[config.mk]
export PLATFORM = sky130hd
export DESIGN_NAME = fir_lowpass_31tap_q15
export DESIGN_NICKNAME = d
export VERILOG_FILES = /design/src/design/fir_lp_pkg.sv /design/src/design/fir_lp_datapath.sv /design/src/design/fir_lowpass_31tap_q15.sv
export VERILOG_INCLUDE_DIRS = /design/src /design/src/design
export SDC_FILE = /design/constraint.sdc
export NUM_CORES = 2
export LEC_CHECK = 0
export ABC_AREA = 1
export BUFFER_PORTS_ARGS = -buffer_cell sky130_fd_sc_hd__buf_2
export CAP_MARGIN = 15
export CORE_ASPECT_RATIO = 0.7
export CORE_UTILIZATION = 58
export DETAILED_ROUTE_END_ITERATION = 12
export HOLD_SLACK_MARGIN = 0.15
export PLACE_DENSITY = 0.74
export SLEW_MARGIN = 15
export SYNTH_ARGS = -nofsm -noshare
export SYNTH_HDL_FRONTEND = slang
export SYNTH_SLANG_ARGS = --single-unit
[constraint.sdc]
create_clock -name clk_i -period 14.1 [get_ports clk_i]
set_input_delay 2.82 -clock clk_i [delete_from_list [all_inputs] [get_ports clk_i]]
set_output_delay 2.82 -clock clk_i [all_outputs]
set_load 0.005 [all_outputs]
[src/design/fir_lowpass_31tap_q15_defines.svh]
// ---------------------------------------------------------------------------
// fir_lowpass_31tap_q15 assertion macros
// Concurrent assertion wrappers shared by the low-pass FIR block.
// ---------------------------------------------------------------------------
`ifndef FIR_LOWPASS_31TAP_Q15_DEFINES_SVH
`define FIR_LOWPASS_31TAP_Q15_DEFINES_SVH

// Property must hold on every clock edge outside reset.
`define FLQ_ASSERT(label, clk, rst_n, prop, msg) \
  label: assert property (@(posedge clk) disable iff (!rst_n) (prop)) else $error(msg);

// Antecedent in one cycle implies consequent in the next.
`define FLQ_ASSERT_NEXT(label, clk, rst_n, ante, cons, msg) \
  label: assert property (@(posedge clk) disable iff (!rst_n) (ante) |=> (cons)) else $error(msg);

`endif

[src/design/fir_lp_pkg.sv]
// ---------------------------------------------------------------------------
// fir_lp_pkg
// Shared types, microcode program and coefficient table of the Q15 low-pass
// FIR filter.
// ---------------------------------------------------------------------------
package fir_lp_pkg;

  localparam int unsigned TAP_COUNT  = 31;
  localparam int unsigned SAMPLE_W   = 16;
  localparam int unsigned ACC_W      = 32;
  localparam int unsigned FRAC_W     = 15;
  localparam int unsigned COEF_IDX_W = 5;
  localparam int unsigned STEP_W     = 2;

  typedef logic [STEP_W-1:0] step_t;

  localparam step_t STEP_FETCH = 2'd0;
  localparam step_t STEP_MAC   = 2'd1;
  localparam step_t STEP_EMIT  = 2'd2;

  typedef enum logic [1:0] {
    COND_IN_VALID,
    COND_TAP_LAST,
    COND_OUT_FREE
  } cond_e;

  typedef struct packed {
    logic  take_in;
    logic  mac;
    logic  emit;
    cond_e cond;
    step_t jump;
  } uword_t;

  typedef struct packed {
    logic load;
    logic mac;
  } dp_ctl_t;

  // Stay on a step until its condition holds, then jump.
  function automatic uword_t ucode_rom(step_t step);
    uword_t w;
    w = '{take_in: 1'b1, mac: 1'b0, emit: 1'b0, cond: COND_IN_VALID, jump: STEP_MAC};
    case (step)
      STEP_FETCH: w = '{take_in: 1'b1, mac: 1'b0, emit: 1'b0,
                        cond: COND_IN_VALID, jump: STEP_MAC};
      STEP_MAC:   w = '{take_in: 1'b0, mac: 1'b1, emit: 1'b0,
                        cond: COND_TAP_LAST, jump: STEP_EMIT};
      STEP_EMIT:  w = '{take_in: 1'b0, mac: 1'b0, emit: 1'b1,
                        cond: COND_OUT_FREE, jump: STEP_FETCH};
      default:    w = '{take_in: 1'b0, mac: 1'b0, emit: 1'b0,
                        cond: COND_IN_VALID, jump: STEP_FETCH};
    endcase
    return w;
  endfunction

  function automatic logic signed [SAMPLE_W-1:0] lp_coeff(logic [COEF_IDX_W-1:0] k);
    logic signed [SAMPLE_W-1:0] c;
    c = '0;
    case (k)
      5'd0,  5'd30: c = -16'sd39;
      5'd1,  5'd29: c = -16'sd67;
      5'd2,  5'd28: c = -16'sd68;
      5'd4,  5'd26: c = 16'sd157;
      5'd5,  5'd25: c = 16'sd323;
      5'd6,  5'd24: c = 16'sd326;
      5'd8,  5'd22: c = -16'sd615;
      5'd9,  5'd21: c = -16'sd1186;
      5'd10, 5'd20: c = -16'sd1136;
      5'd12, 5'd18: c = 16'sd2244;
      5'd13, 5'd17: c = 16'sd5008;
      5'd14, 5'd16: c = 16'sd7302;
      5'd15:        c = 16'sd8192;
      default:      c = '0;
    endcase
    return c;
  endfunction

endpackage

[src/design/fir_lp_datapath.sv]
// ---------------------------------------------------------------------------
// fir_lp_datapath
// Circular delay line, shared multiply-accumulate unit and output
// shift/saturation of the Q15 low-pass FIR filter.
// ---------------------------------------------------------------------------
module fir_lp_datapath import fir_lp_pkg::*; #(
  parameter int unsigned TapCount = TAP_COUNT
) (
  input  logic                       clk_i,
  input  logic                       rst_ni,
  input  dp_ctl_t                    ctl_i,
  input  logic signed [SAMPLE_W-1:0] sample_i,
  output logic                       tap_last_o,
  output logic signed [SAMPLE_W-1:0] result_o
);

  localparam int unsigned IdxW = $clog2(TapCount);
  localparam logic [IdxW-1:0] IdxLast = IdxW'(TapCount - 1);

  logic signed [SAMPLE_W-1:0] hist_q [TapCount];
  logic [IdxW-1:0]            wptr_q, ridx_q, tap_q;
  logic signed [ACC_W-1:0]    acc_q, acc_d;
  logic signed [SAMPLE_W-1:0] coef;
  logic signed [ACC_W-1:0]    prod;
  logic signed [ACC_W-FRAC_W-1:0] shifted;

  assign coef  = lp_coeff(COEF_IDX_W'(tap_q));
  assign prod  = ACC_W'(coef) * ACC_W'(hist_q[ridx_q]);
  assign acc_d = acc_q + prod;

  always_ff @(posedge clk_i or negedge rst_ni) begin
    if (!rst_ni) begin
      for (int i = 0; i < TapCount; i++) begin
        hist_q[i] <= '0;
      end
      wptr_q <= '0;
    end else if (ctl_i.load) begin
      hist_q[wptr_q] <= sample_i;
      wptr_q         <= (wptr_q == IdxLast) ? '0 : wptr_q + 1'b1;
    end
  end

  always_ff @(posedge clk_i) begin
    if (ctl_i.load) begin
      ridx_q <= wptr_q;
      tap_q  <= '0;
      acc_q  <= '0;
    end else if (ctl_i.mac) begin
      ridx_q <= (ridx_q == '0) ? IdxLast : ridx_q - 1'b1;
      tap_q  <= tap_q + 1'b1;
      acc_q  <= acc_d;
    end
  end

  assign tap_last_o = (tap_q == IdxLast);
  assign shifted    = acc_q[ACC_W-1:FRAC_W];

  always_comb begin
    if (shifted[ACC_W-FRAC_W-1] != shifted[SAMPLE_W-1]) begin
      result_o = shifted[ACC_W-FRAC_W-1] ? 16'sh8000 : 16'sh7FFF;
    end else begin
      result_o = shifted[SAMPLE_W-1:0];
    end
  end

endmodule

[src/design/fir_lowpass_31tap_q15.sv]
// ---------------------------------------------------------------------------
// fir_lowpass_31tap_q15
// 31-tap Q15 low-pass FIR filter run by a three-step microcode program.
// ---------------------------------------------------------------------------
// channel | ports                           | direction
// input   | in_valid_i, in_stall_o, sample_in_i   | into block
// output  | out_valid_o, out_stall_i, sample_out_o | out of block
//
// A transaction loads the sample, passes every tap through the
// single shared 16x16 multiply-accumulate unit, then stores the result.
// Reset clears the delay line and write pointer at once; no clearing pass.
// A stalled output holds the program in its store step; a new input
// transaction is taken while the previous result still waits.
// ---------------------------------------------------------------------------
`include "fir_lowpass_31tap_q15_defines.svh"

module fir_lowpass_31tap_q15 import fir_lp_pkg::*; #(
  parameter int unsigned TapCount = TAP_COUNT
) (
  input  logic                       clk_i,
  input  logic                       rst_ni,
  input  logic                       in_valid_i,
  output logic                       in_stall_o,
  input  logic signed [SAMPLE_W-1:0] sample_in_i,
  output logic                       out_valid_o,
  input  logic                       out_stall_i,
  output logic signed [SAMPLE_W-1:0] sample_out_o
);

  step_t   step_q, step_d;
  uword_t  uw;
  dp_ctl_t ctl;
  logic    cond_met, tap_last, emit;
  logic    out_valid_q, out_valid_d;
  logic signed [SAMPLE_W-1:0] out_q, result;

  fir_lp_datapath #(
    .TapCount(TapCount)
  ) u_datapath (
    .clk_i      (clk_i),
    .rst_ni     (rst_ni),
    .ctl_i      (ctl),
    .sample_i   (sample_in_i),
    .tap_last_o (tap_last),
    .result_o   (result)
  );

  always_ff @(posedge clk_i or negedge rst_ni) begin
    if (!rst_ni) begin
      step_q      <= STEP_FETCH;
      out_valid_q <= 1'b0;
    end else begin
      step_q      <= step_d;
      out_valid_q <= out_valid_d;
    end
  end

  always_ff @(posedge clk_i) begin
    if (emit) begin
      out_q <= result;
    end
  end

  always_comb begin
    uw = ucode_rom(step_q);
    case (uw.cond)
      COND_IN_VALID: cond_met = in_valid_i;
      COND_TAP_LAST: cond_met = tap_last;
      COND_OUT_FREE: cond_met = !out_valid_q || !out_stall_i;
      default:       cond_met = 1'b0;
    endcase
    step_d    = cond_met ? uw.jump : step_q;
    ctl.load  = uw.take_in && in_valid_i;
    ctl.mac   = uw.mac;
    emit      = uw.emit && cond_met;
    out_valid_d = emit ? 1'b1 : (out_valid_q && out_stall_i);
  end

  assign in_stall_o   = !uw.take_in;
  assign out_valid_o  = out_valid_q;
  assign sample_out_o = out_q;

  `FLQ_ASSERT_NEXT(a_accept_starts_mac, clk_i, rst_ni, in_valid_i && !in_stall_o, step_q == STEP_MAC, "accepted transaction did not start the MAC loop")
  `FLQ_ASSERT(a_no_overwrite, clk_i, rst_ni, !(emit && out_valid_q && out_stall_i), "result overwritten while output stalled")
  `FLQ_ASSERT_NEXT(a_mac_exit_to_emit, clk_i, rst_ni, step_q == STEP_MAC && tap_last, step_q == STEP_EMIT, "MAC loop did not end after the last tap")
  `FLQ_ASSERT(a_valid_from_emit, clk_i, rst_ni, $rose(out_valid_q) |-> $past(step_q) == STEP_EMIT, "output valid raised outside the store step")

endmodule
==> out/results.ini <==
[outcome]
status = completed

[clock_network]
clock-sinks = 577
cts_hold_buffers = 0
clk_pin_slew_ns = 0.06
cts_made_buffers = 55
post-cts-setup-buffers = 0
clk_latency_ns = 0.65
htree_num_levels = 2
cts_resized = 0
cts_buffer_depth = 3
cts_root_buf = clkbuf_16
cts_tree = done

[timing]
setup_viol = 0
fmax_mhz = 110
skew_ns = 0.0338
fin_crit_sh = 0.648
hold_viol = 0
drv_slew = 0
setup-tns-final_ns = 0
worst_pin_slew_ns = 1.26
rsz0062_at_grt = false
min_period_ns = 9.13
maxSlewHeadroom = 0.156

[synthesis]
synth_cells = 4345
synthFlopType = dfrtp_1
synth_seq_cells = 577
ys_types = 53
synth_async_sr_flop_share = 0.873
synth.area.top_cells = dfrtp_1 34%, fa_1 16%, o21ai_0 10%
synth_area_um2 = 36600
syn_avg_cell_area_um2 = 8.42
synth_top_area_cell = dfrtp_1
yosysTopAreaCellShare = 0.345
synth_warnings = 0
ys_top_cells_by_count = 863 x nand2_1, 744 x o21ai_0, 506 x inv_1
ys_seq_area_frac = 0.390
yosysMostFrequentCell = nand2_1
synth_fp_nets = 4766
synth_edf_count = 21

[detailed_routing]
topRoutingLayerUsed = met5
vias = 30000
drt_pass1_iterations = 6
dr_wl_met3_um = 17300
remaining_drc_errors = 0
first_iter_violations = 3948
wl_met2_um = 40000
vias_per_cell = 5.94
drtAntennaViolNets = 0
wl_met1_um = 47800
wire_per_inst_um = 21.2
wl_um = 108000

[global_route]
grt_pass1_wl_um = 168000
grt_usage = 0.345
grt_overflow_total = 0
antenna_found_initial = 1
grt_max_degree = 101
grt_pass1_vias = 28600

[floorplan]
dieHeight_um = 212
dieArea_um2 = 64100
core_um2 = 61900
start_util = 0.591
die_w_um = 302
io_pins = 38
rows = 76

[critical_path]
path_max_fanout = 76
arrival_ns = 9.68
crit_path_end_kind = flip-flop
critPathLaunchType = flip-flop
reg2reg_slack_ns = 4.97
reg2reg_depth = 27
r2r_end = u_datapath.acc_q[27]
cp.required_ns = 14.64
crit_type = flip-flop to flip-flop
r2r_start = u_datapath.ridx_q[1]

[placement]
numPortBuffers = 37
finalWeightedCongestion = 0.977
hpwl_um = 74700

[layout]
area_growth_pct = 5.65
n_antenna_cell = 0
nNetsFinal = 4618
drive_gt1_frac = 0.0568

[worst_hold_path]
min_path_cells = 2
min_to = u_datapath.hist_q[259]
hp-class = flip-flop to flip-flop
min_from = u_datapath.hist_q[259]

[job]
maxCapViolCount = 0

-- through the flow --
stage               cell area, um^2  cells  worst slack [ns]  hold WS, ns  utilization
detailed placement            36700   4957              5.12        0.468        0.593
CTS                           38600   5060              5.09        0.483        0.624
global placement              36700   4957              5.30        0.459        0.593
finish                        38700   5062              4.97        0.480        0.625
floorplan                     36600   4345              7.58        0.435            -
global route                  38700   5062              4.44        0.493        0.625
-- cells in the final DEF, fill, tap and decap left out, drive strengths merged, types with 3 or more instances in the layout --
cell type,synthesis,final
buf,97,79
xor2,8,8
a21o,4,4
dfrtp,504,504
nand3,116,116
nand2,877,877
a22o,4,4
nor3,15,15
nor2,455,455
o22ai,52,52
o21bai,7,7
o21ai,768,768
a221oi,3,3
o211ai,39,39
or2,4,4
inv,517,522
xnor2,5,5
edfxtp,21,21
clkinv,8,19
dfxtp,52,52
nand4,11,11
a21oi,122,122
ha,117,117
o221ai,41,41
clkbuf,187,84
a31oi,8,8
fa,284,284
a32oi,6,6
-- metal layers --
layer / global-route usage / vias up
met5: 0.0207 / -
met4: 0.0815 / 5
met3: 0.156 / 165
met2: 0.427 / 1695
met1: 0.535 / 14600
li1: - / 13600
-- state kept, by name, indices dropped and copies added, names as in the netlist, 2 cells and up --
name               count
sample_out_o          16
u_datapath.hist_q    496
u_datapath.tap_q       5
u_datapath.acc_q      32
u_datapath.ridx_q      5
u_datapath.wptr_q      5
step_q                 2
u_datapath.coef       15
-- area by class of cell --
| cell class | count | area [um^2] |
|---|---|---|
| flip-flops and latches | 577 | 14300 |
| multi-input cells | 2959 | 19000 |
| well taps | 819 | 1020 |
| fillers | 5282 | 23200 |
| inverters | 525 | 1980 |
| clock inverters | 19 | 200 |
| clock buffers | 84 | 1690 |
| repair buffers | 79 | 538 |
-- cells by family (layout without fill, tap and decap cells) --
logic type,after synthesis,count (layout),synth area share
and+or+nand+nor,1482,1482,0.161
AOI/OAI and AO/OA,1063,1063,0.158
DFF,577,577,0.390
buffers and inverters,809,707,0.0927
xor gates and xnor gates,13,13,0.00311
adders and majority gates,401,401,0.195
-- worst max-delay path, cell delays in order, from the launching register on --
cell,delay (ns)
edfxtp_1,0.35
buf_4,0.41
inv_6,0.35
nor2_2,0.72
inv_1,0.47
o211ai_1,0.35
a21oi_1,0.11
nand3_1,0.14
nand2_1,0.37
inv_1,0.24
nand2_1,0.17
fa_1,0.59
fa_1,0.69
inv_1,0.20
fa_1,0.49
fa_1,0.59
fa_1,0.45
fa_1,0.49
ha_1,0.42
a21oi_1,0.29
o21ai_0,0.13
a21oi_1,0.26
nand3_1,0.17
a21o_1,0.20
a21oi_1,0.11
o21ai_0,0.11
nand2_1,0.06
inv_1,0.04
-- how the worst max path moves through the flow --
stage / start / endpoint / depth (start not counted)
after floorplan: u_datapath.ridx_q[0] / u_datapath.acc_q[30] / 34
after global placement: u_datapath.ridx_q[1] / u_datapath.acc_q[27] / 27
after detailed placement: u_datapath.ridx_q[1] / u_datapath.acc_q[27] / 27
after CTS: u_datapath.ridx_q[1] / u_datapath.acc_q[27] / 27
after global routing: u_datapath.ridx_q[1] / u_datapath.acc_q[27] / 29
final: u_datapath.ridx_q[1] / u_datapath.acc_q[27] / 27
Power is not shown: default switching activity piles up to over one toggle a cycle in this logic, so the estimate is an artifact.
